==> config.mk <==
export PLATFORM = sky130hd
export DESIGN_NAME = qgde_cordic_stage
export DESIGN_NICKNAME = d
export VERILOG_FILES = /design/src/design/qgde_pkg.sv /design/src/design/qgde_cordic_stage.sv
export SDC_FILE = /design/constraint.sdc
export NUM_CORES = 1
export LEC_CHECK = 0
export ABC_AREA = 0
export BUFFER_PORTS_ARGS = -buffer_cell sky130_fd_sc_hd__buf_2
export CELL_PAD_IN_SITES_DETAIL_PLACEMENT = 1
export CELL_PAD_IN_SITES_GLOBAL_PLACEMENT = 1
export CORE_MARGIN = 4
export CORE_UTILIZATION = 29
export DETAILED_ROUTE_END_ITERATION = 12
export PLACE_DENSITY = 0.58
export SLEW_MARGIN = 20
export SYNTH_ARGS = -nofsm -noshare
export SYNTH_HDL_FRONTEND = slang
export SYNTH_SLANG_ARGS = --single-unit
export TNS_END_PERCENT = 5
==> constraint.sdc <==
create_clock -name clock -period 6.45 [get_ports clock]
set_input_delay 1.29 -clock clock [delete_from_list [all_inputs] [get_ports clock]]
set_output_delay 1.29 -clock clock [all_outputs]
set_load 0.02 [all_outputs]
==> src/design/qgde_pkg.sv <==
// ---------------------------------------------------------------------------
// qgde_pkg
// Types, codes and constants of the quantum gate descriptor encoder.
// ---------------------------------------------------------------------------
`timescale 1ns / 1ps
`default_nettype none

package qgde_pkg;

   localparam int unsigned CORDIC_ITERATIONS_DEFAULT = 30;
   localparam int unsigned FRACTION_BITS             = 30;
   localparam int unsigned FRACTION_SHIFT            = 30 - FRACTION_BITS;

   // field widths
   localparam int unsigned FUNC_W     = 3;
   localparam int unsigned QUBIT_W    = 5;
   localparam int unsigned ANGLE_W    = 32;
   localparam int unsigned OPERAND_W  = 27;
   localparam int unsigned ROT_W      = 32;
   localparam int unsigned CODE_W     = 3;
   localparam int unsigned STRIDE_W   = 17;
   localparam int unsigned TARGET_LSB = 17;
   localparam int unsigned CONTROL_LSB = 22;

   // datapath widths: range reduction and CORDIC vector
   localparam int unsigned RED_W = 36;
   localparam int unsigned CW    = 34;

   localparam logic [QUBIT_W-1:0] MAX_QUBITS        = 5'd17;
   localparam logic [QUBIT_W-1:0] QUBIT_COUNT_RESET = 5'd3;

   // gate request codes
   localparam logic [FUNC_W-1:0] FUNC_H    = 3'd0;
   localparam logic [FUNC_W-1:0] FUNC_S    = 3'd1;
   localparam logic [FUNC_W-1:0] FUNC_CNOT = 3'd2;
   localparam logic [FUNC_W-1:0] FUNC_RX   = 3'd3;
   localparam logic [FUNC_W-1:0] FUNC_RY   = 3'd4;
   localparam logic [FUNC_W-1:0] FUNC_RZ   = 3'd5;

   // gate memory codes
   localparam logic [CODE_W-1:0] GATE_CODE_NONE = 3'd0;
   localparam logic [CODE_W-1:0] GATE_CODE_H    = 3'd1;
   localparam logic [CODE_W-1:0] GATE_CODE_S    = 3'd2;
   localparam logic [CODE_W-1:0] GATE_CODE_CNOT = 3'd3;
   localparam logic [CODE_W-1:0] GATE_CODE_RX   = 3'd4;
   localparam logic [CODE_W-1:0] GATE_CODE_RY   = 3'd5;
   localparam logic [CODE_W-1:0] GATE_CODE_RZ   = 3'd6;

   // Q2.30 angle constants
   localparam logic signed [RED_W-1:0] TWO_PI_Q30  = 36'sd6746518852;
   localparam logic signed [RED_W-1:0] PI_Q30      = 36'sd3373259426;
   localparam logic signed [RED_W-1:0] HALF_PI_Q30 = 36'sd1686629713;
   localparam logic signed [CW-1:0]    GAIN_INV_Q30 = 34'sd652032874;
   localparam logic signed [CW-1:0]    ONE_Q30      = 34'sd1073741824;
   localparam logic signed [CW-1:0]    OUT_LIMIT    = CW'(ONE_Q30 >>> FRACTION_SHIFT);

   // arctangent of 2^-i, Q2.30
   localparam logic [31:0] ATAN_Q30 [32] = '{
      32'h3243F6A8, 32'h1DAC6705, 32'h0FADBAFC, 32'h07F56EA6, 32'h03FEAB76,
      32'h01FFD55B, 32'h00FFFAAA, 32'h007FFF55, 32'h003FFFEA, 32'h001FFFFD,
      32'h000FFFFF, 32'h0007FFFF, 32'h0003FFFF, 32'h0001FFFF, 32'h0000FFFF,
      32'h00007FFF, 32'h00003FFF, 32'h00001FFF, 32'h00000FFF, 32'h000007FF,
      32'h000003FF, 32'h000001FF, 32'h000000FF, 32'h0000007F, 32'h0000003F,
      32'h0000001F, 32'h0000000F, 32'h00000008, 32'h00000004, 32'h00000002,
      32'h00000001, 32'h00000000
   };

   // side information that travels with each transaction
   typedef struct packed {
      logic [OPERAND_W-1:0] operand_word;
      logic [CODE_W-1:0]    gate_code;
      logic                 rotation;
      logic                 flip;
   } meta_type;

   typedef struct packed {
      logic signed [CW-1:0] x;
      logic signed [CW-1:0] y;
      logic signed [CW-1:0] z;
   } vector_type;

endpackage

`default_nettype wire

==> src/design/qgde_cordic_stage.sv <==
// ---------------------------------------------------------------------------
// qgde_cordic_stage
// One registered rotation-mode CORDIC micro-rotation.
// ---------------------------------------------------------------------------
`timescale 1ns / 1ps
`default_nettype none

module qgde_cordic_stage #(
   parameter int unsigned STAGE = 0
) (
   input  logic                 clock,
   input  logic                 reset,
   input  logic                 advance,
   input  logic                 in_valid,
   input  qgde_pkg::meta_type   in_meta,
   input  qgde_pkg::vector_type in_vec,
   output logic                 out_valid,
   output qgde_pkg::meta_type   out_meta,
   output qgde_pkg::vector_type out_vec
);
   import qgde_pkg::*;

   logic                 valid_ff;
   meta_type             meta_ff;
   vector_type           vec_ff, vec_in;
   logic signed [CW-1:0] dx, dy, step;

   assign dx   = in_vec.y >>> STAGE;
   assign dy   = in_vec.x >>> STAGE;
   assign step = $signed({{(CW-32){1'b0}}, ATAN_Q30[STAGE]});

   always_comb begin
      if (in_vec.z >= 0) begin
         vec_in.x = in_vec.x - dx;
         vec_in.y = in_vec.y + dy;
         vec_in.z = in_vec.z - step;
      end else begin
         vec_in.x = in_vec.x + dx;
         vec_in.y = in_vec.y - dy;
         vec_in.z = in_vec.z + step;
      end
   end

   always_ff @(posedge clock) begin
      if (reset) begin
         valid_ff <= 1'b0;
      end else if (advance) begin
         valid_ff <= in_valid;
      end
   end

   always_ff @(posedge clock) begin
      if (advance) begin
         vec_ff  <= vec_in;
         meta_ff <= in_meta;
      end
   end

   assign out_valid = valid_ff;
   assign out_meta  = meta_ff;
   assign out_vec   = vec_ff;

endmodule

`default_nettype wire

* Word level (Yosys, flattened, before mapping)
Index checks and enable logic that the tools add are counted.
Storage, ports and cells: bits in registers 135, bits of input ports 138, output and inout bits 135, logic and storage cells 15
Operators by class: add/sub/neg operators 5, order comparisons 1, multiplexer cells 1
Operators by type and width (count):
- 102-bit two-way mux | 1
- 34-bit subtractor | 2
- 34-bit by 31-bit adder with 34-bit output, second input constant | 1
- 34-bit adder | 1
- 34-bit by 1-bit >= comparator with 1-bit output, second input constant | 1
- 34-bit by 31-bit subtractor with 34-bit output, second input constant | 1

* Depth between registers and ports, before layout
Gate-level depths: netlist of run 1.
word-level depth 2, depth in mapped cells 21, gate-level depth less buffers 17

* Worst setup path before layout of run 1
Ideal clock, no wire load.
path type input -> register, start input in_vec[33] (netlist bit), end register vec_ff, in the netlist out_vec[32], data pin, library setup time 0.261 ns, data arrival time 4.962 ns, required time 6.189 ns, setup slack 1.227 ns, stages 18, buffers on the path 3, path through inv_1 > ha_1 > nor4b_1 > nand4_1 > nor4_1 > nand2b_1 > buf_2 > buf_1 > buf_2 > ha_1 > and2_1 > a221oi_1 > nand2_1 > a21oi_1 > o21ai_1 > a41o_1 > a21o_1 > a311o_1
RTL lines:
- start: declaration | RTL line qgde_cordic_stage.sv:16 | input qgde_pkg::vector_type in_vec,
- end signal: assignment | RTL line qgde_cordic_stage.sv:54 | vec_ff <= vec_in;
- end: declaration | RTL line qgde_cordic_stage.sv:25 | vector_type vec_ff, vec_in;

==> flow_metrics.tcl, run 1 <==
set metrics [dict create \
    outcome "finished, final reports clean" \
    rsz0062_at_grt "no" \
    drv_cap 0 \
    path_max_fanout 34 \
    path_cells "buf_2 > nor4_1 > nand4_1 > nor4_1 > nand2b_2 > buf_4 > ha_1 > and2_1 > a221oi_1 > nand2_1 > a21oi_1 > o21ai_1 > a41o_1 > a21o_1 > a311o_1" \
    first_pass_iters 5 \
    ir_drop_mv 0.182 \
    p_sw_share_pct 36.6 \
    synth_area_leader_cell "edfxtp_1" \
    synth_compound_area_share_pct 22.2 \
    io_pins 273 \
    mostFrequentLayoutCells "271 x buf_2, 147 x a21oi_1, 133 x edfxtp_1" \
    leakagePower_nw 6.03 \
    slew_violations 0 \
    gp_congestion 0.876 \
    rr_startpoint "out_valid$_SDFFE_PP0P_" \
    power_frac_seq_pct 35.4 \
    fin_skew_ns 0 \
    clkLatencyLatePin_ns 0.44 \
    cpMaxStageDelayCell "nor4_1" \
    async_flop_share_pct 0 \
    comb_power_share_pct 34.8 \
    synth_area_um2 11300 \
    cts.sinks 134 \
    crit_end "out_vec[32]$_DFFE_PP_" \
    setup_ws_ns 1.31 \
    dieArea_um2 42100 \
    cp.arrival_ns 5.34 \
    grt_pass1_wl_um 60700 \
    postRouteWirelength_um 39900 \
    p_int_w 0.00208 \
    area_growth_pct 21.0 \
    powerDensity_nw_per_um2 241 \
    via_per_inst 5.10 \
    slowest_delay_ns 0.46 \
    drive_above_1_share_pct 22.5 \
    timing.hold.ws_ns 0.512 \
    grt_max_degree 100 \
    worst_slew_pin_slew_ns 0.974 \
    final-hold-violation-count 0 \
    fp-row-count 71 \
    synthTopCellsByArea "edfxtp_1 35%, ha_1 14%, a21oi_1 6.5%" \
    hold_buffers 0 \
    min_path_type "reg2reg" \
    synth_adder_area_share_pct 15.0 \
    period_share_pct 79.8 \
    fp.coreArea_um2 38000 \
    antenna_found_initial 5 \
    die_h_um 205 \
    r2r-end "out_valid$_SDFFE_PP0P_" \
    cp-end-kind "register" \
    ys_types 85 \
    synthXorXnorAreaFrac_pct 6.92 \
    path_depth 15 \
    drt_iter0_drc 504 \
    gr-total-overflow 0 \
    min_period_ns 5.14 \
    clockBufferDepth 2 \
    port_buffers 272 \
    synth_edf_count 133 \
    setup_viol 0 \
    timing.fmax_ghz 0.194 \
    reg2reg_slack_ns 5.84 \
    start_util_pct 29.6 \
    ys_ff_latch 134 \
    p_total_w 0.00328 \
    crit_start "in_vec[4]" \
    tritoncts "yes" \
    grt_pass1_vias 10501 \
    fin_util_pct 35.9 \
    clock_power_share_pct 29.8 \
    synth-simple-area-share_pct 13.0 \
    synth_fp_nets 1490 \
    synth_top_area_share_pct 35.5 \
    cts_buffers 17 \
    crit_top_cell "nor4_1" \
    p_sw_w 0.00120 \
    synth.area.mux_share_pct 1.34 \
    slew_headroom_pct 35.1 \
    post_drt_wl_per_cell_um 20.0 \
    fin_setup_tns_ns 0 \
    synth_top_family_by_area "compound AO/OA/AOI/OAI gates" \
    cp_num_buf_inv 2 \
    htreeDepth 4 \
    path_delay_family "compound AO/OA/AOI/OAI gates" \
    die_x_um 205 \
    antenna_left 0 \
    yosys_warnings 0 \
    cts_root_buf "clkbuf_16" \
    critPathKind "in2reg" \
    worstPathRequired_ns 6.64 \
    syn_inst 1219 \
    drcViolationCount 0 \
    cts-resized-gates 0 \
    final_common_cell "buf_2" \
    nNetsFinal 1739 \
    place_ws_ns 0.820 \
    ys_seq_area_share_pct 35.6 \
    synthFlopType "edfxtp_1" \
    track_usage_pct 18.5 \
    startpoint_type "input port" \
    cts_post_setup_buffers_inserted 0 \
    place_hpwl_um 32100 \
    rr_worst_depth 2 \
    vias 10174 \
    avgSynthCellArea_um2 9.24 \
    clkTransAtPathRegs_ns 0.06 \
]
[sequential cells by signal, indices dropped and copies added, names as in the netlist]
signal     flops
out_meta      32
out_vec      101
out_valid      1
[synthesized netlist by cell type, drive strengths merged, types with 3 or more instances]
master and instances:
and2 3, a211o 3, o21bai 21, nand2b 11
nor4 14, or3 6, o21ba 3, o221ai 3
nand2 68, o31ai 11, xnor2 75, o21ai 82
nor2 95, a21o 32, fa 4, a211oi 13
ha 129, a2111oi 5, a21oi 148, a41oi 4
xor2 14, o211ai 10, a311o 3, mux2i 14
clkbuf 19, a21boi 6, edfxtp 133, or2 3
or4 3, buf 28, a41o 4, nor3 21
o31a 4, a31oi 9, o21a 7, nand4 15
nand3 27, and3 6, inv 105, nand3b 3
nor2b 20
[layer usage]
| layer | global-route usage [%] | share of wire (%) | vias to the layer above |
|---|---|---|---|
| met5 | 0 | 0.13 | - |
| met3 | 4.35 | 6.1 | 29 |
| met2 | 31.1 | 47 | 276 |
| li1 | - | - | 4932 |
| met4 | 3.64 | 1.2 | 6 |
| met1 | 24.4 | 45 | 4931 |
[worst reg2reg max path, delay by kind of cell (launching register included)]
| family | cells | cell delay, ns |
|---|---|---|
| simple gates | 1 | 0.05 |
| flops | 1 | 0.31 |
| mux | 1 | 0.14 |
[kinds of logic after synthesis]
family,Yosys count
xor+xnor,89
flops,134
mux,15
buf+inv,153
simple gates,303
fa+ha+maj,133
compound gates,392
[per-stage QoR]
step | area [µm²] | cells
final | 13600 | 1994
after global routing | 13600 | 1993
after CTS | 13600 | 1992
after detailed placement | 13100 | 1960
after global placement | 13100 | 1960
after floorplan | 11300 | 1219
[final cells by class]
cell class | count | area (µm²)
Antenna cell | 2 | 5.00
Clock buffer | 19 | 453
Clock inverter | 13 | 121
Fill cell | 4534 | 24400
Inverter | 106 | 400
Multi-Input combinational cell | 932 | 6600
Sequential cell | 134 | 4010
Tap cell | 511 | 639
Timing Repair Buffer | 277 | 1410
[worst min-delay path by stage]
stage,slack (ns),to,start,cells past startpoint
5_1_grt,0.56,out_valid$_SDFFE_PP0P_,out_valid$_SDFFE_PP0P_,2
6_report,0.51,out_valid$_SDFFE_PP0P_,out_valid$_SDFFE_PP0P_,2
3_3_place_gp,0.47,out_valid$_SDFFE_PP0P_,out_valid$_SDFFE_PP0P_,2
4_1_cts,0.52,out_valid$_SDFFE_PP0P_,out_valid$_SDFFE_PP0P_,2
3_5_place_dp,0.52,out_valid$_SDFFE_PP0P_,out_valid$_SDFFE_PP0P_,2
2_1_floorplan,0.58,out_valid$_SDFFE_PP0P_,out_valid$_SDFFE_PP0P_,2
[power groups by stage]
stage / Clock (W) / Combinational (W) / Sequential, W
3_3_place_gp: 0 / 0.00114 / 0.00118
5_1_grt: 0.00105 / 0.00125 / 0.00117
3_5_place_dp: 0 / 0.00115 / 0.00118
6_report: 0.000978 / 0.00114 / 0.00116
4_1_cts: 0.00101 / 0.00115 / 0.00116
2_1_floorplan: 0 / 0.000578 / 0.00134
Power figures use the tool's default switching activity.
==> run 2, diff against run 1 <==
==> constraint.sdc (replaced) <==
create_clock -name clock -period 5 [get_ports clock]
set_input_delay 1 -clock clock [delete_from_list [all_inputs] [get_ports clock]]
set_output_delay 1 -clock clock [all_outputs]
set_load 0.02 [all_outputs]
==> flow_metrics.tcl, run 2 (synthesis gave the netlist of run 1 again) <==
set metrics [dict create \
    outcome "finished, final reports clean" \
    vias 10113 \
    mostFrequentLayoutCells "271 x buf_2, 147 x a21oi_1, 133 x edfxtp_1" \
    gr-total-overflow 0 \
    fin_setup_tns_ns 0 \
    post_drt_wl_per_cell_um 20.0 \
    cp-end-kind "register" \
    drcViolationCount 0 \
    min_period_ns 4.56 \
    antenna_left 0 \
    worst_slew_pin_slew_ns 0.846 \
    ir_drop_mv 0.251 \
    nNetsFinal 1751 \
    setup_ws_ns 0.444 \
    via_per_inst 5.04 \
    grt_pass1_vias 10706 \
    cp.arrival_ns 4.75 \
    drv_cap 0 \
    final_common_cell "buf_2" \
    multi_input_area_um2 6600 \
    gp_congestion 0.850 \
    powerDensity_nw_per_um2 308 \
    clkLatencyLatePin_ns 0.44 \
    critPathKind "in2reg" \
    fp-row-count 71 \
    path_cells "buf_2 > inv_1 > ha_1 > nor4b_1 > nand4_1 > nor4_1 > nand2b_2 > inv_2 > fa_1 > nor2b_1 > o31a_1 > o2111ai_1 > nand3_1 > nand2_1 > o31ai_1 > a31oi_1 > a311o_1 > xnor2_1" \
    path_max_fanout 10 \
    slowest_delay_ns 0.42 \
    clockBufferDepth 2 \
    leakagePower_nw 6.08 \
    antenna_found_initial 4 \
    cts-resized-gates 0 \
    startpoint_type "input port" \
    port_buffers 272 \
    drt_iter0_drc 542 \
    final-hold-violation-count 0 \
    fin_util_pct 36.1 \
    first_pass_iters 5 \
    cts.sinks 134 \
    postRouteWirelength_um 40000 \
    period_share_pct 91.1 \
    slew_headroom_pct 43.6 \
    cts_buffers 17 \
    dp_cells 1972 \
    min_path_type "reg2reg" \
    setup_viol 0 \
    dieArea_um2 42100 \
    slew_violations 0 \
    cts_post_setup_buffers_inserted 0 \
    cts_root_buf "clkbuf_16" \
    place_hpwl_um 32300 \
    place_ws_ns 0.0133 \
    seqCellArea_um2 4010 \
    area_growth_pct 21.7 \
    fp.coreArea_um2 38000 \
    drive_above_1_share_pct 23.0 \
    rsz0062_at_grt "no" \
    fin_skew_ns 0 \
    largest_reg_flops 101 \
    fillers 4523 \
    clkTransAtPathRegs_ns 0.07 \
    io_pins 273 \
    grt_pass1_wl_um 61700 \
    grt_max_degree 86 \
    die_h_um 205 \
    die_x_um 205 \
    htreeDepth 4 \
    fin_cells 2006 \
    hold_buffers 0 \
    track_usage_pct 18.8 \
    worstPathRequired_ns 5.19 \
    cpMaxStageDelayCell "fa_1" \
    timing.fmax_ghz 0.219 \
    tritoncts "yes" \
    start_util_pct 29.6 \
]
## run 2: worst max-delay path: cells and delay by family
kind            cells  cell delay, ns
simple gates        7            1.39
fa+ha+maj           2            0.55
buf+inv             3            0.33
xor+xnor            1            0.13
compound gates      5            1.33
## run 2: per-layer routing
layer  vias to the layer above  share of wire [%]  GRT usage, %  routed length (µm)
li1                       4948                  -             -                   -
met1                      4871                 46          24.9               18400
met2                       260                 47          31.5               18800
met3                        32                5.7          3.70                2270
met4                         2                1.4          4.67                 564
met5                         -              0.032             0                  13
## run 2: path summary, 6_finish.rpt
check / startpoint / end / slack, ns / depth (start not counted)
worst min-delay path: out_valid$_SDFFE_PP0P_ / out_valid$_SDFFE_PP0P_ / 0.51 / 2
worst min register to register: out_valid$_SDFFE_PP0P_ / out_valid$_SDFFE_PP0P_ / 0.51 / 2
worst max-delay path: in_vec[33] / out_vec[33]$_DFFE_PP_ / 0.44 / 18
worst max register to register: out_valid$_SDFFE_PP0P_ / out_valid$_SDFFE_PP0P_ / 4.41 / 2
## run 2: per-stage QoR
step / cell area [µm²] / hold slack (ns) / power (W)
2_1_floorplan: 11300 / 0.579 / 0.00247
3_3_place_gp: 13100 / 0.469 / 0.00300
3_5_place_dp: 13100 / 0.501 / 0.00302
4_1_cts: 13700 / 0.515 / 0.00429
5_1_grt: 13700 / 0.545 / 0.00448
6_report: 13700 / 0.511 / 0.00423
## run 2: final cells by class
| type | count | area share, % |
|---|---|---|
| diodes | 2 | 0.0365 |
| clock buffers | 17 | 3.10 |
| inverters | 106 | 2.92 |
| multi-input cells | 932 | 48.1 |
| repair buffers | 289 | 10.9 |
| well taps | 511 | 4.66 |
| clock inverters | 15 | 0.995 |
| flip-flops and latches | 134 | 29.3 |
## run 2: where the power goes
group | total (W) | leakage [nW] | switching (W) | internal, W
Sequential | 0.00150 | 1.31 | 0.0000460 | 0.00145
Clock | 0.00124 | 0.272 | 0.000588 | 0.000657
Combinational | 0.00149 | 4.49 | 0.000961 | 0.000527
