<file path="src/design/qgde_pkg.sv">
// ---------------------------------------------------------------------------
// qgde_pkg
// Types, codes and constants of the quantum gate descriptor encoder.
// ---------------------------------------------------------------------------
`timescale 1ns / 1ps
`default_nettype none

package qgde_pkg;

   localparam int unsigned CORDIC_ITERATIONS_DEFAULT = 30;
   localparam int unsigned FRACTION_BITS             = 30;
   localparam int unsigned FRACTION_SHIFT            = 30 - FRACTION_BITS;

   // field widths
   localparam int unsigned FUNC_W     = 3;
   localparam int unsigned QUBIT_W    = 5;
   localparam int unsigned ANGLE_W    = 32;
   localparam int unsigned OPERAND_W  = 27;
   localparam int unsigned ROT_W      = 32;
   localparam int unsigned CODE_W     = 3;
   localparam int unsigned STRIDE_W   = 17;
   localparam int unsigned TARGET_LSB = 17;
   localparam int unsigned CONTROL_LSB = 22;

   // datapath widths: range reduction and CORDIC vector
   localparam int unsigned RED_W = 36;
   localparam int unsigned CW    = 34;

   localparam logic [QUBIT_W-1:0] MAX_QUBITS        = 5'd17;
   localparam logic [QUBIT_W-1:0] QUBIT_COUNT_RESET = 5'd3;

   // gate request codes
   localparam logic [FUNC_W-1:0] FUNC_H    = 3'd0;
   localparam logic [FUNC_W-1:0] FUNC_S    = 3'd1;
   localparam logic [FUNC_W-1:0] FUNC_CNOT = 3'd2;
   localparam logic [FUNC_W-1:0] FUNC_RX   = 3'd3;
   localparam logic [FUNC_W-1:0] FUNC_RY   = 3'd4;
   localparam logic [FUNC_W-1:0] FUNC_RZ   = 3'd5;

   // gate memory codes
   localparam logic [CODE_W-1:0] GATE_CODE_NONE = 3'd0;
   localparam logic [CODE_W-1:0] GATE_CODE_H    = 3'd1;
   localparam logic [CODE_W-1:0] GATE_CODE_S    = 3'd2;
   localparam logic [CODE_W-1:0] GATE_CODE_CNOT = 3'd3;
   localparam logic [CODE_W-1:0] GATE_CODE_RX   = 3'd4;
   localparam logic [CODE_W-1:0] GATE_CODE_RY   = 3'd5;
   localparam logic [CODE_W-1:0] GATE_CODE_RZ   = 3'd6;

   // Q2.30 angle constants
   localparam logic signed [RED_W-1:0] TWO_PI_Q30  = 36'sd6746518852;
   localparam logic signed [RED_W-1:0] PI_Q30      = 36'sd3373259426;
   localparam logic signed [RED_W-1:0] HALF_PI_Q30 = 36'sd1686629713;
   localparam logic signed [CW-1:0]    GAIN_INV_Q30 = 34'sd652032874;
   localparam logic signed [CW-1:0]    ONE_Q30      = 34'sd1073741824;
   localparam logic signed [CW-1:0]    OUT_LIMIT    = CW'(ONE_Q30 >>> FRACTION_SHIFT);

   // arctangent of 2^-i, Q2.30
   localparam logic [31:0] ATAN_Q30 [32] = '{
      32'h3243F6A8, 32'h1DAC6705, 32'h0FADBAFC, 32'h07F56EA6, 32'h03FEAB76,
      32'h01FFD55B, 32'h00FFFAAA, 32'h007FFF55, 32'h003FFFEA, 32'h001FFFFD,
      32'h000FFFFF, 32'h0007FFFF, 32'h0003FFFF, 32'h0001FFFF, 32'h0000FFFF,
      32'h00007FFF, 32'h00003FFF, 32'h00001FFF, 32'h00000FFF, 32'h000007FF,
      32'h000003FF, 32'h000001FF, 32'h000000FF, 32'h0000007F, 32'h0000003F,
      32'h0000001F, 32'h0000000F, 32'h00000008, 32'h00000004, 32'h00000002,
      32'h00000001, 32'h00000000
   };

   // side information that travels with each transaction
   typedef struct packed {
      logic [OPERAND_W-1:0] operand_word;
      logic [CODE_W-1:0]    gate_code;
      logic                 rotation;
      logic                 flip;
   } meta_type;

   typedef struct packed {
      logic signed [CW-1:0] x;
      logic signed [CW-1:0] y;
      logic signed [CW-1:0] z;
   } vector_type;

endpackage

`default_nettype wire

</file>
<file path="src/design/qgde_finish.sv">
// ---------------------------------------------------------------------------
// qgde_finish
// Sign fold, saturation to Q1.FRACTION_BITS and the descriptor output register.
// ---------------------------------------------------------------------------
`timescale 1ns / 1ps
`default_nettype none

module qgde_finish (
   input  logic                              clock,
   input  logic                              reset,
   input  logic                              advance,
   input  logic                              in_valid,
   input  qgde_pkg::meta_type                in_meta,
   input  qgde_pkg::vector_type              in_vec,
   output logic                              out_valid,
   output logic [qgde_pkg::OPERAND_W-1:0]    out_operand_word,
   output logic signed [qgde_pkg::ROT_W-1:0] out_cos_word,
   output logic signed [qgde_pkg::ROT_W-1:0] out_sin_word,
   output logic [qgde_pkg::CODE_W-1:0]       out_gate_code
);
   import qgde_pkg::*;

   function automatic logic signed [ROT_W-1:0] saturate(input logic signed [CW-1:0] v,
                                                        input logic flip,
                                                        input logic rotation);
      logic signed [CW-1:0] s, c, r;
      s = flip ? -v : v;
      if (s > ONE_Q30) begin
         c = ONE_Q30;
      end else if (s < -ONE_Q30) begin
         c = -ONE_Q30;
      end else begin
         c = s;
      end
      c = c >>> FRACTION_SHIFT;
      if (c > OUT_LIMIT) begin
         r = OUT_LIMIT;
      end else if (c < -OUT_LIMIT) begin
         r = -OUT_LIMIT;
      end else begin
         r = c;
      end
      return rotation ? ROT_W'(r) : '0;
   endfunction

   logic                    valid_ff;
   logic [OPERAND_W-1:0]    operand_ff;
   logic signed [ROT_W-1:0] cos_ff, sin_ff;
   logic [CODE_W-1:0]       code_ff;

   always_ff @(posedge clock) begin
      if (reset) begin
         valid_ff <= 1'b0;
      end else if (advance) begin
         valid_ff <= in_valid;
      end
   end

   always_ff @(posedge clock) begin
      if (advance) begin
         operand_ff <= in_meta.operand_word;
         code_ff    <= in_meta.gate_code;
         cos_ff     <= saturate(in_vec.x, in_meta.flip, in_meta.rotation);
         sin_ff     <= saturate(in_vec.y, in_meta.flip, in_meta.rotation);
      end
   end

   assign out_valid        = valid_ff;
   assign out_operand_word = operand_ff;
   assign out_cos_word     = cos_ff;
   assign out_sin_word     = sin_ff;
   assign out_gate_code    = code_ff;

endmodule

`default_nettype wire

</file>
<file path="config.mk">
export PLATFORM = sky130hd
export DESIGN_NAME = qgde_finish
export DESIGN_NICKNAME = d
export VERILOG_FILES = /design/src/design/qgde_pkg.sv /design/src/design/qgde_finish.sv
export SDC_FILE = /design/constraint.sdc
export NUM_CORES = 1
export LEC_CHECK = 0
export ABC_CLOCK_PERIOD_IN_PS = 5400
export BUFFER_PORTS_ARGS = -buffer_cell sky130_fd_sc_hd__buf_2
export CAP_MARGIN = 20
export CORE_MARGIN = 2
export CORE_UTILIZATION = 25
export CTS_CLUSTER_DIAMETER = 80
export DETAILED_ROUTE_END_ITERATION = 8
export GPL_TIMING_DRIVEN = 0
export PLACE_DENSITY = 0.57
export SLEW_MARGIN = 20
export SYNTH_ARGS = -nofsm -noshare
export SYNTH_HDL_FRONTEND = slang
export SYNTH_SLANG_ARGS = --single-unit
</file>
<file path="constraint.sdc">
create_clock -name clock -period 5.4 [get_ports clock]
set_input_delay 1.08 -clock clock [delete_from_list [all_inputs] [get_ports clock]]
set_output_delay 1.08 -clock clock [all_outputs]
set_load 0.05 [all_outputs]
</file>
### Yosys cells after proc, flatten, opt, wreduce, memory -nomap -nowiden

Index checks and enable logic that the tools add are counted.

* mux-type cells: 12
* bitwise logic cells: 1
* magnitude comparators: 8
* reduce and logical (&&, ||, !) cells: 4
* add/subtract/negate cells: 2

Operators with widths (count)
* 2-to-1 mux 34 bit: 8
* > comparator 34 x 32 -> 1 bit (second input constant): 4
* < comparator 34 x 31 -> 1 bit (second input constant): 4
* negator 34 bit: 2
* 2-to-1 mux 32 bit: 2
* 2-to-1 mux 31 bit: 2
* OR reduction 3 bit: 2
* OR reduction 2 bit: 2
* NOT 1 bit: 1

* input bits: 138
* register bits after elaboration: 95
* logic and storage cells: 36
* output and inout bits: 95

### Longest topological paths before layout

Gate-level depths: netlist of run 1.

* depth in word-level cells: 9
* mapped depth: 17
* depth with buffers taken out: 15

### Least setup slack after synthesis of run 1

OpenSTA, ideal clock, no wires.

* kind: input to register
* start point: in in_vec[93] (netlist bit)
* end point: reg cos_ff[27] (netlist: out_cos_word[27]), data pin
* setup time: 0.139 ns
* stages on the path: 17
* path slack: 0.815 ns
* arrival time: 4.446 ns
* buffers on the path: 4
* cell sequence: buf_2 or4_4 or3_1 or3_1 buf_2 o31ai_4 xor2_2 nor3_1 nand2_1 ha_1 a31oi_1 a21boi_0 o22ai_1 o2111ai_1 buf_4 buf_6 nor2_1

* word-level cells in the longest chain between the ends: 8
* elaborated cells between the ends (all ways): 10
* those cells by class: add/sub (1); order compare (4); mux (4); reduce/logical (1)

RTL lines
* from (decl): RTL line qgde_finish.sv:14 `input qgde_pkg::vector_type in_vec,`
* negator 34 bit: RTL line qgde_finish.sv:27 `s = flip ? -v : v;`
* 2-to-1 mux 34 bit (*): RTL line qgde_finish.sv:27
* < comparator 34 x 31 -> 1 bit: RTL line qgde_finish.sv:30 `end else if (s < -ONE_Q30) begin`
* 2-to-1 mux 34 bit: RTL line qgde_finish.sv:30
* 2-to-1 mux 34 bit (*): RTL line qgde_finish.sv:28 `if (s > ONE_Q30) begin`
* 2-to-1 mux 34 bit (*): RTL line qgde_finish.sv:60 `if (advance) begin`
* > comparator 34 x 32 -> 1 bit / < comparator 34 x 31 -> 1 bit (equally long branches): RTL line qgde_finish.sv:36, qgde_finish.sv:38
* OR reduction 3 bit (no line)
* to (signal assigned): RTL line qgde_finish.sv:63 `cos_ff <= saturate(in_vec.x, in_meta.flip, in_meta.rotation);`
* to (decl): RTL line qgde_finish.sv:48 `logic signed [ROT_W-1:0] cos_ff, sin_ff;`

Every way passes the cells marked *; elsewhere a longest branch is shown, timed or not. The select of a mux whose other input is x is not followed.
A chain may end at the register's enable or synchronous reset.

### Worst setup path after layout of run 1

* start point: in in_vec[34] (netlist bit)
* end point: reg sin_ff[10] (netlist: out_sin_word[10]), data pin

* word-level cells in the longest chain between the ends: 8
* elaborated cells between the ends (all ways): 10
* those cells by class: add/sub (1); order compare (4); mux (4); reduce/logical (1)

RTL lines
* negator 34 bit: RTL line qgde_finish.sv:27
* 2-to-1 mux 34 bit (*): RTL line qgde_finish.sv:27
* < comparator 34 x 31 -> 1 bit: RTL line qgde_finish.sv:30
* 2-to-1 mux 34 bit: RTL line qgde_finish.sv:30
* 2-to-1 mux 34 bit (*): RTL line qgde_finish.sv:28
* 2-to-1 mux 34 bit (*): RTL line qgde_finish.sv:60
* > comparator 34 x 32 -> 1 bit / < comparator 34 x 31 -> 1 bit (equally long branches): RTL line qgde_finish.sv:36, qgde_finish.sv:38
* OR reduction 3 bit (no line)
* to (signal assigned): RTL line qgde_finish.sv:64 `sin_ff <= saturate(in_vec.y, in_meta.flip, in_meta.rotation);`
* to (decl): RTL line qgde_finish.sv:48

Marked as above.

==> results of run 1 <==
layout make-up:
class	count	share of cell area [%]
multi-input combinational	480	39.9
sequential	95	36.2
timing repair buffer	182	12.0
tap	324	5.16
clock buffer	11	2.96
buffer	46	2.58
clock inverter	4	0.589
inverter	12	0.573
antenna	4	0.127
worst max-delay path: stages:
cell	delay, ps
buf_2	120
inv_1	90
ha_1	240
nor3b_2	430
nand2_1	200
or2_4	300
or3_1	360
o21ai_0	220
xor2_1	170
or4_1	550
ha_1	310
inv_1	70
nand2_1	60
nor4_1	50
a31oi_2	390
clkbuf_1	380
nor3_1	140
stage by stage:
step           utilization [%]  total power [mW]  instances  worst slack, ps
4_1_cts                   32.2              2.09       1154              104
5_1_grt                   32.3              2.16       1156            0.647
3_3_place_gp              30.9              1.44       1138             -761
2_1_floorplan                -              1.27        633              815
3_5_place_dp              31.1              1.45       1139             -696
6_report                  32.3              2.07       1158              315
Yosys cell counts (4+ instances only):
cell      number  area [µm²]
nand4_1        8        50.1
nand3_1       12        60.1
edfxtp_1      94        2820
nor3b_1        4        30.0
inv_1         12        45.0
nor3_1        47         235
or3_1         16         100
o21a_1         5        37.5
o41ai_1        5        43.8
xnor2_1       18         158
or4_1          7        52.6
nor4_1        14        87.6
ha_1           5        62.6
clkbuf_1      32         120
a21boi_0       4        30.0
o32ai_1        4        35.0
o41ai_2        5        81.3
nand2b_1       6        37.5
o211ai_1       6        45.0
and4_1         4        35.0
nor2_1        63         236
nand2_1       62         233
a31oi_1        6        37.5
buf_2         10        50.1
o31ai_1       19         143
a21oi_1       10        50.1
mux2i_1        5        50.1
xor2_1        50         438
o21ai_0       28         140
a211oi_1       6        45.0
nor2b_1        8        50.1
sequential cells by signal, indices dropped and copies added, names as in the netlist:
name              flops
out_cos_word         32
out_valid             1
out_operand_word     27
out_sin_word         32
out_gate_code         3
power groups by stage:
stage / Clock, mW / Sequential, mW / Combinational [mW]
floorplan: 0 / 1.09 / 0.175
global placement: 0 / 0.900 / 0.543
detailed placement: 0 / 0.898 / 0.548
CTS: 0.657 / 0.883 / 0.549
global route: 0.686 / 0.887 / 0.587
finish: 0.641 / 0.882 / 0.550
logic make-up (layout without fill, tap and decap cells):
kind of cell	after synthesis	after routing	share of synthesized area, %
multiplexers	5	5	0.806
buffers and inverters	58	255	3.89
adder cells (fa/ha/maj)	5	5	1.01
AO/OA/AOI/OAI	121	121	14.4
XOR/XNOR	69	69	9.85
flip-flops	95	95	45.8
other	0	4	0
AND/OR/NAND/NOR	280	280	24.3
path summary, 6_finish.rpt:
check | from | to | slack [ps]
setup / recovery | in_vec[34] | out_sin_word[10] | 310
hold / removal | out_valid | out_valid | 500
setup reg to reg | out_valid | out_valid | 4820
hold reg to reg | out_valid | out_valid | 500
metal layers:
| metal | routed length (µm) | track usage (%) | up-vias | share of wire [%] |
|---|---|---|---|---|
| met5 | 34 | 0 | - | 0.17 |
| met4 | 520 | 6.33 | 6 | 2.6 |
| met3 | 1450 | 3.70 | 33 | 7.1 |
| met2 | 9490 | 24.0 | 209 | 47 |
| met1 | 8830 | 20.2 | 2671 | 43 |
| li1 | - | - | 2764 | - |
placed cells by master, fill, tap and decap left out, types with 12 or more instances in the layout:
cell type / Yosys / layout
edfxtp_1: 94 / 94
clkbuf_1: 32 / 29
o31ai_1: 19 / 19
o21ai_0: 28 / 28
nor2_1: 63 / 63
nand2_1: 62 / 62
inv_1: 12 / 12
or3_1: 16 / 16
buf_2: 10 / 190
xor2_1: 50 / 50
nor3_1: 47 / 47
xnor2_1: 18 / 18
nand3_1: 12 / 12
nor4_1: 14 / 14
==> impl_metrics.tcl, run 1 <==
set metrics [dict create \
    antenna_found_initial 7 \
    start_kind "input pin" \
    clkTransAtPathRegs_ps 70 \
    min_period_ps 5090 \
    yosysWarningCount 0 \
    synth_cells 633 \
    die_height_um 162 \
    numPortBuffers 181 \
    num_vias 5683 \
    wl_per_cell_um 17.6 \
    syn-num-nets 776 \
    worst_pin_slew_ps 833 \
    via_per_inst 4.91 \
    setup-violations-final 0 \
    dp_hpwl_mm 15.6 \
    hold_violations 0 \
    min_path_cells 2 \
    cp.required_ps 5470 \
    synth_area_per_cell_um2 9.81 \
    routed_wl_mm 20.3 \
    grt_usage_pct 15.3 \
    placed_area_um2 7550 \
    ir_drop_v 0.000141 \
    cts.sinks 95 \
    multi_input_area_um2 3140 \
    place_congestion 0.914 \
    synth-edff-count 94 \
    p_per_area_nw_per_um2 264 \
    cts_setup_buffers 0 \
    clk_path_buf_depth 2 \
    core_um2 24300 \
    drive_above_1_share_pct 28.6 \
    synth_area_um2 6210 \
    ff2ff_path_depth 2 \
    period_share_pct 94.2 \
    die_w_um 162 \
    grt_max_degree 52 \
    h-tree-depth 3 \
    cts_buffers 9 \
    cts_resized 2 \
    rsz0062_at_grt "no" \
    final_cell_area_um2 7860 \
    drtAntennaViolNets 0 \
    p_switching_mw 0.704 \
    drt_pre_antenna_iters 5 \
    status "complete, no violations" \
    p_sw_share_pct 34.0 \
    ys_types 70 \
    hold_ws_ps 499 \
    grt_pass1_wl_mm 30.6 \
    critPathKind "in2reg" \
    grt_pass1_vias 5325 \
    critPathArrivalTime_ps 5150 \
    skew_ps 0 \
    first_iter_violations 418 \
    max-cap-violations 0 \
    fp.dieArea_um2 26100 \
    crit_fanout 10 \
    cts_tree "done" \
    synthArstFlopShare_pct 0 \
    synth_seq_area_share_pct 45.8 \
    synth_top_flop_cell "edfxtp_1" \
    hold_path_class "reg2reg" \
    start_util_pct 25.5 \
    route.detailed.drc 0 \
    final_max_slew_viol_count 0 \
    seq_power_share_pct 42.5 \
    ioPinCount 233 \
    nets 969 \
    ys_ff_latch 95 \
    fill_cells 2557 \
    combPwrFrac_pct 26.5 \
    syn2layout_area_growth_pct 26.6 \
    p_int_mw 1.37 \
    clkPwrFrac_pct 30.9 \
    max_freq_ghz 0.197 \
    holdBufCountCts 0 \
    regArea_um2 2840 \
    cp-end-kind "register" \
    clock_latency_ps 340 \
    relSlewSlack_pct 44.5 \
    root_buffer "clkbuf_16" \
    setup_tns_ps 0 \
    rows 57 \
    grt_overflow 0 \
    p_leak_nw 2.86 \
]
(Power assumes the default switching activity.)
==> run 2, diff against run 1 <==
--- a/config.mk
+++ b/config.mk
@@ -14,3 +14,2 @@
 export DETAILED_ROUTE_END_ITERATION = 8
-export GPL_TIMING_DRIVEN = 0
 export PLACE_DENSITY = 0.57
==> constraint.sdc (replaced) <==
create_clock -name clock -period 5.4 [get_ports clock]
set_input_delay 0.27 -clock clock [delete_from_list [all_inputs] [get_ports clock]]
set_output_delay 0.27 -clock clock [all_outputs]
set_load 0.05 [all_outputs]
==> run 2 against run 1 <==
Critical path depth shrank 2. Global-route usage fell by 1.1 points. Wire length is 8.8% lower. Non-clock buffer count fell by 22. Final area fell by 0.99%. Worst setup slack improved by 1000 ps. Combinational power fell by 3%. Clock-buffer cell count is the same. Critical endpoint is now out_sin_word[8]. Largest power group unchanged.
==> impl_metrics.tcl, run 2 (synthesis results as in run 1) <==
set metrics [dict create \
    grt_pass1_vias 5209 \
    min_path_cells 2 \
    cp.required_ps 5480 \
    clkTransAtPathRegs_ps 70 \
    setup-violations-final 0 \
    ir_drop_v 0.000126 \
    drtAntennaViolNets 0 \
    cp-end-kind "register" \
    critPathArrivalTime_ps 4140 \
    cts_resized 0 \
    min_period_ps 4050 \
    p_leak_nw 2.86 \
    p_per_area_nw_per_um2 266 \
    dp_hpwl_mm 13.9 \
    route.detailed.drc 0 \
    fp.dieArea_um2 26100 \
    numPortBuffers 198 \
    period_share_pct 75.1 \
    die_w_um 162 \
    clock_latency_ps 340 \
    nets 947 \
    hold_path.startpoint "reset" \
    r2r-start "out_valid" \
    rsz0062_at_grt "no" \
    start_kind "input pin" \
    holdBufCountCts 0 \
    crit_fanout 18 \
    critPathKind "in2reg" \
    grt_pass1_wl_mm 29.2 \
    max-cap-violations 0 \
    rows 57 \
    max_freq_ghz 0.247 \
    core_um2 24300 \
    ff2ff_path_depth 2 \
    clk_path_buf_depth 2 \
    grt_max_degree 62 \
    place_congestion 0.844 \
    grt_usage_pct 14.2 \
    drive_above_1_share_pct 30.7 \
    start_util_pct 25.5 \
    final_util_pct 32.0 \
    final_max_slew_viol_count 0 \
    drt_pre_antenna_iters 5 \
    status "complete, no violations" \
    via_per_inst 4.83 \
    dr.max_layer_used "met5" \
    antenna_found_initial 4 \
    setup_tns_ps 0 \
    final_common_cell "buf_2" \
    placed_area_um2 7490 \
    wl_met1_mm 8.30 \
    final_cell_area_um2 7780 \
    worst_pin_slew_ps 776 \
    grt_overflow 0 \
    hold_violations 0 \
    cts.sinks 95 \
    cts_setup_buffers 0 \
    num_vias 5484 \
    first_iter_violations 393 \
    syn2layout_area_growth_pct 25.4 \
    skew_ps 0 \
    hold_path_class "in2reg" \
    worstSetupStartpoint "in_vec[34]" \
    h-tree-depth 3 \
    wl_met2_mm 8.64 \
    die_height_um 162 \
    root_buffer "clkbuf_16" \
    cts_tree "done" \
    hold_ws_ps 71.2 \
    fill_cells 2550 \
    wl_met3_mm 1.28 \
    routed_wl_mm 18.5 \
    ioPinCount 233 \
    relSlewSlack_pct 48.3 \
    total_power_mw 2.07 \
    wl_per_cell_um 16.3 \
    layout_common_cells "buf_2 (196), edfxtp_1 (94), nor2_1 (63)" \
    cts_buffers 9 \
]
==> run 2: final timing paths <==
| check | endpoint | slack (ps) |
|---|---|---|
| max | out_sin_word[8] | 1350 |
| min | out_valid | 70 |
| max reg2reg | out_valid | 4820 |
| min reg2reg | out_valid | 510 |
==> run 2: area by class of cell <==
type | count | area (µm²) | share of cell area, %
clock inverters | 5 | 57.6 | 0.739
multi-input cells | 480 | 3140 | 40.3
flip-flops and latches | 95 | 2840 | 36.5
repair buffers | 206 | 1060 | 13.6
clock buffers | 11 | 233 | 2.99
diodes | 3 | 7.51 | 0.0964
inverters | 12 | 45.0 | 0.579
well taps | 324 | 405 | 5.21
==> run 2: metal layers <==
| layer | vias to the layer above | track usage (%) |
|---|---|---|
| met3 | 22 | 3.34 |
| met5 | - | 0 |
| met2 | 183 | 22.3 |
| li1 | 2713 | - |
| met4 | 2 | 4.38 |
| met1 | 2564 | 19.3 |
==> run 2: critical path: stages <==
cell and delay, ps:
buf_2 120, inv_1 90, ha_1 240, nor3b_2 190, buf_4 170, nand2_1 110
or2_4 300, or3_1 370, o21ai_0 210, xor2_1 150, or4_1 550, ha_1 310
o31a_1 650, buf_4 330, nor3_1 80
==> run 2: where the power goes <==
group | switching (mW) | internal (mW) | total, mW
Combinational | 0.396 | 0.140 | 0.536
Clock | 0.295 | 0.361 | 0.656
Sequential | 0.0131 | 0.870 | 0.883
Total | 0.704 | 1.37 | 2.07
==> run 2: per-stage QoR <==
stage / cells / worst slack, ps
6_report: 1136 / 1350
4_1_cts: 1133 / 1360
5_1_grt: 1134 / 1020
2_1_floorplan: 633 / 1620
3_3_place_gp: 1117 / 1070
3_5_place_dp: 1117 / 996
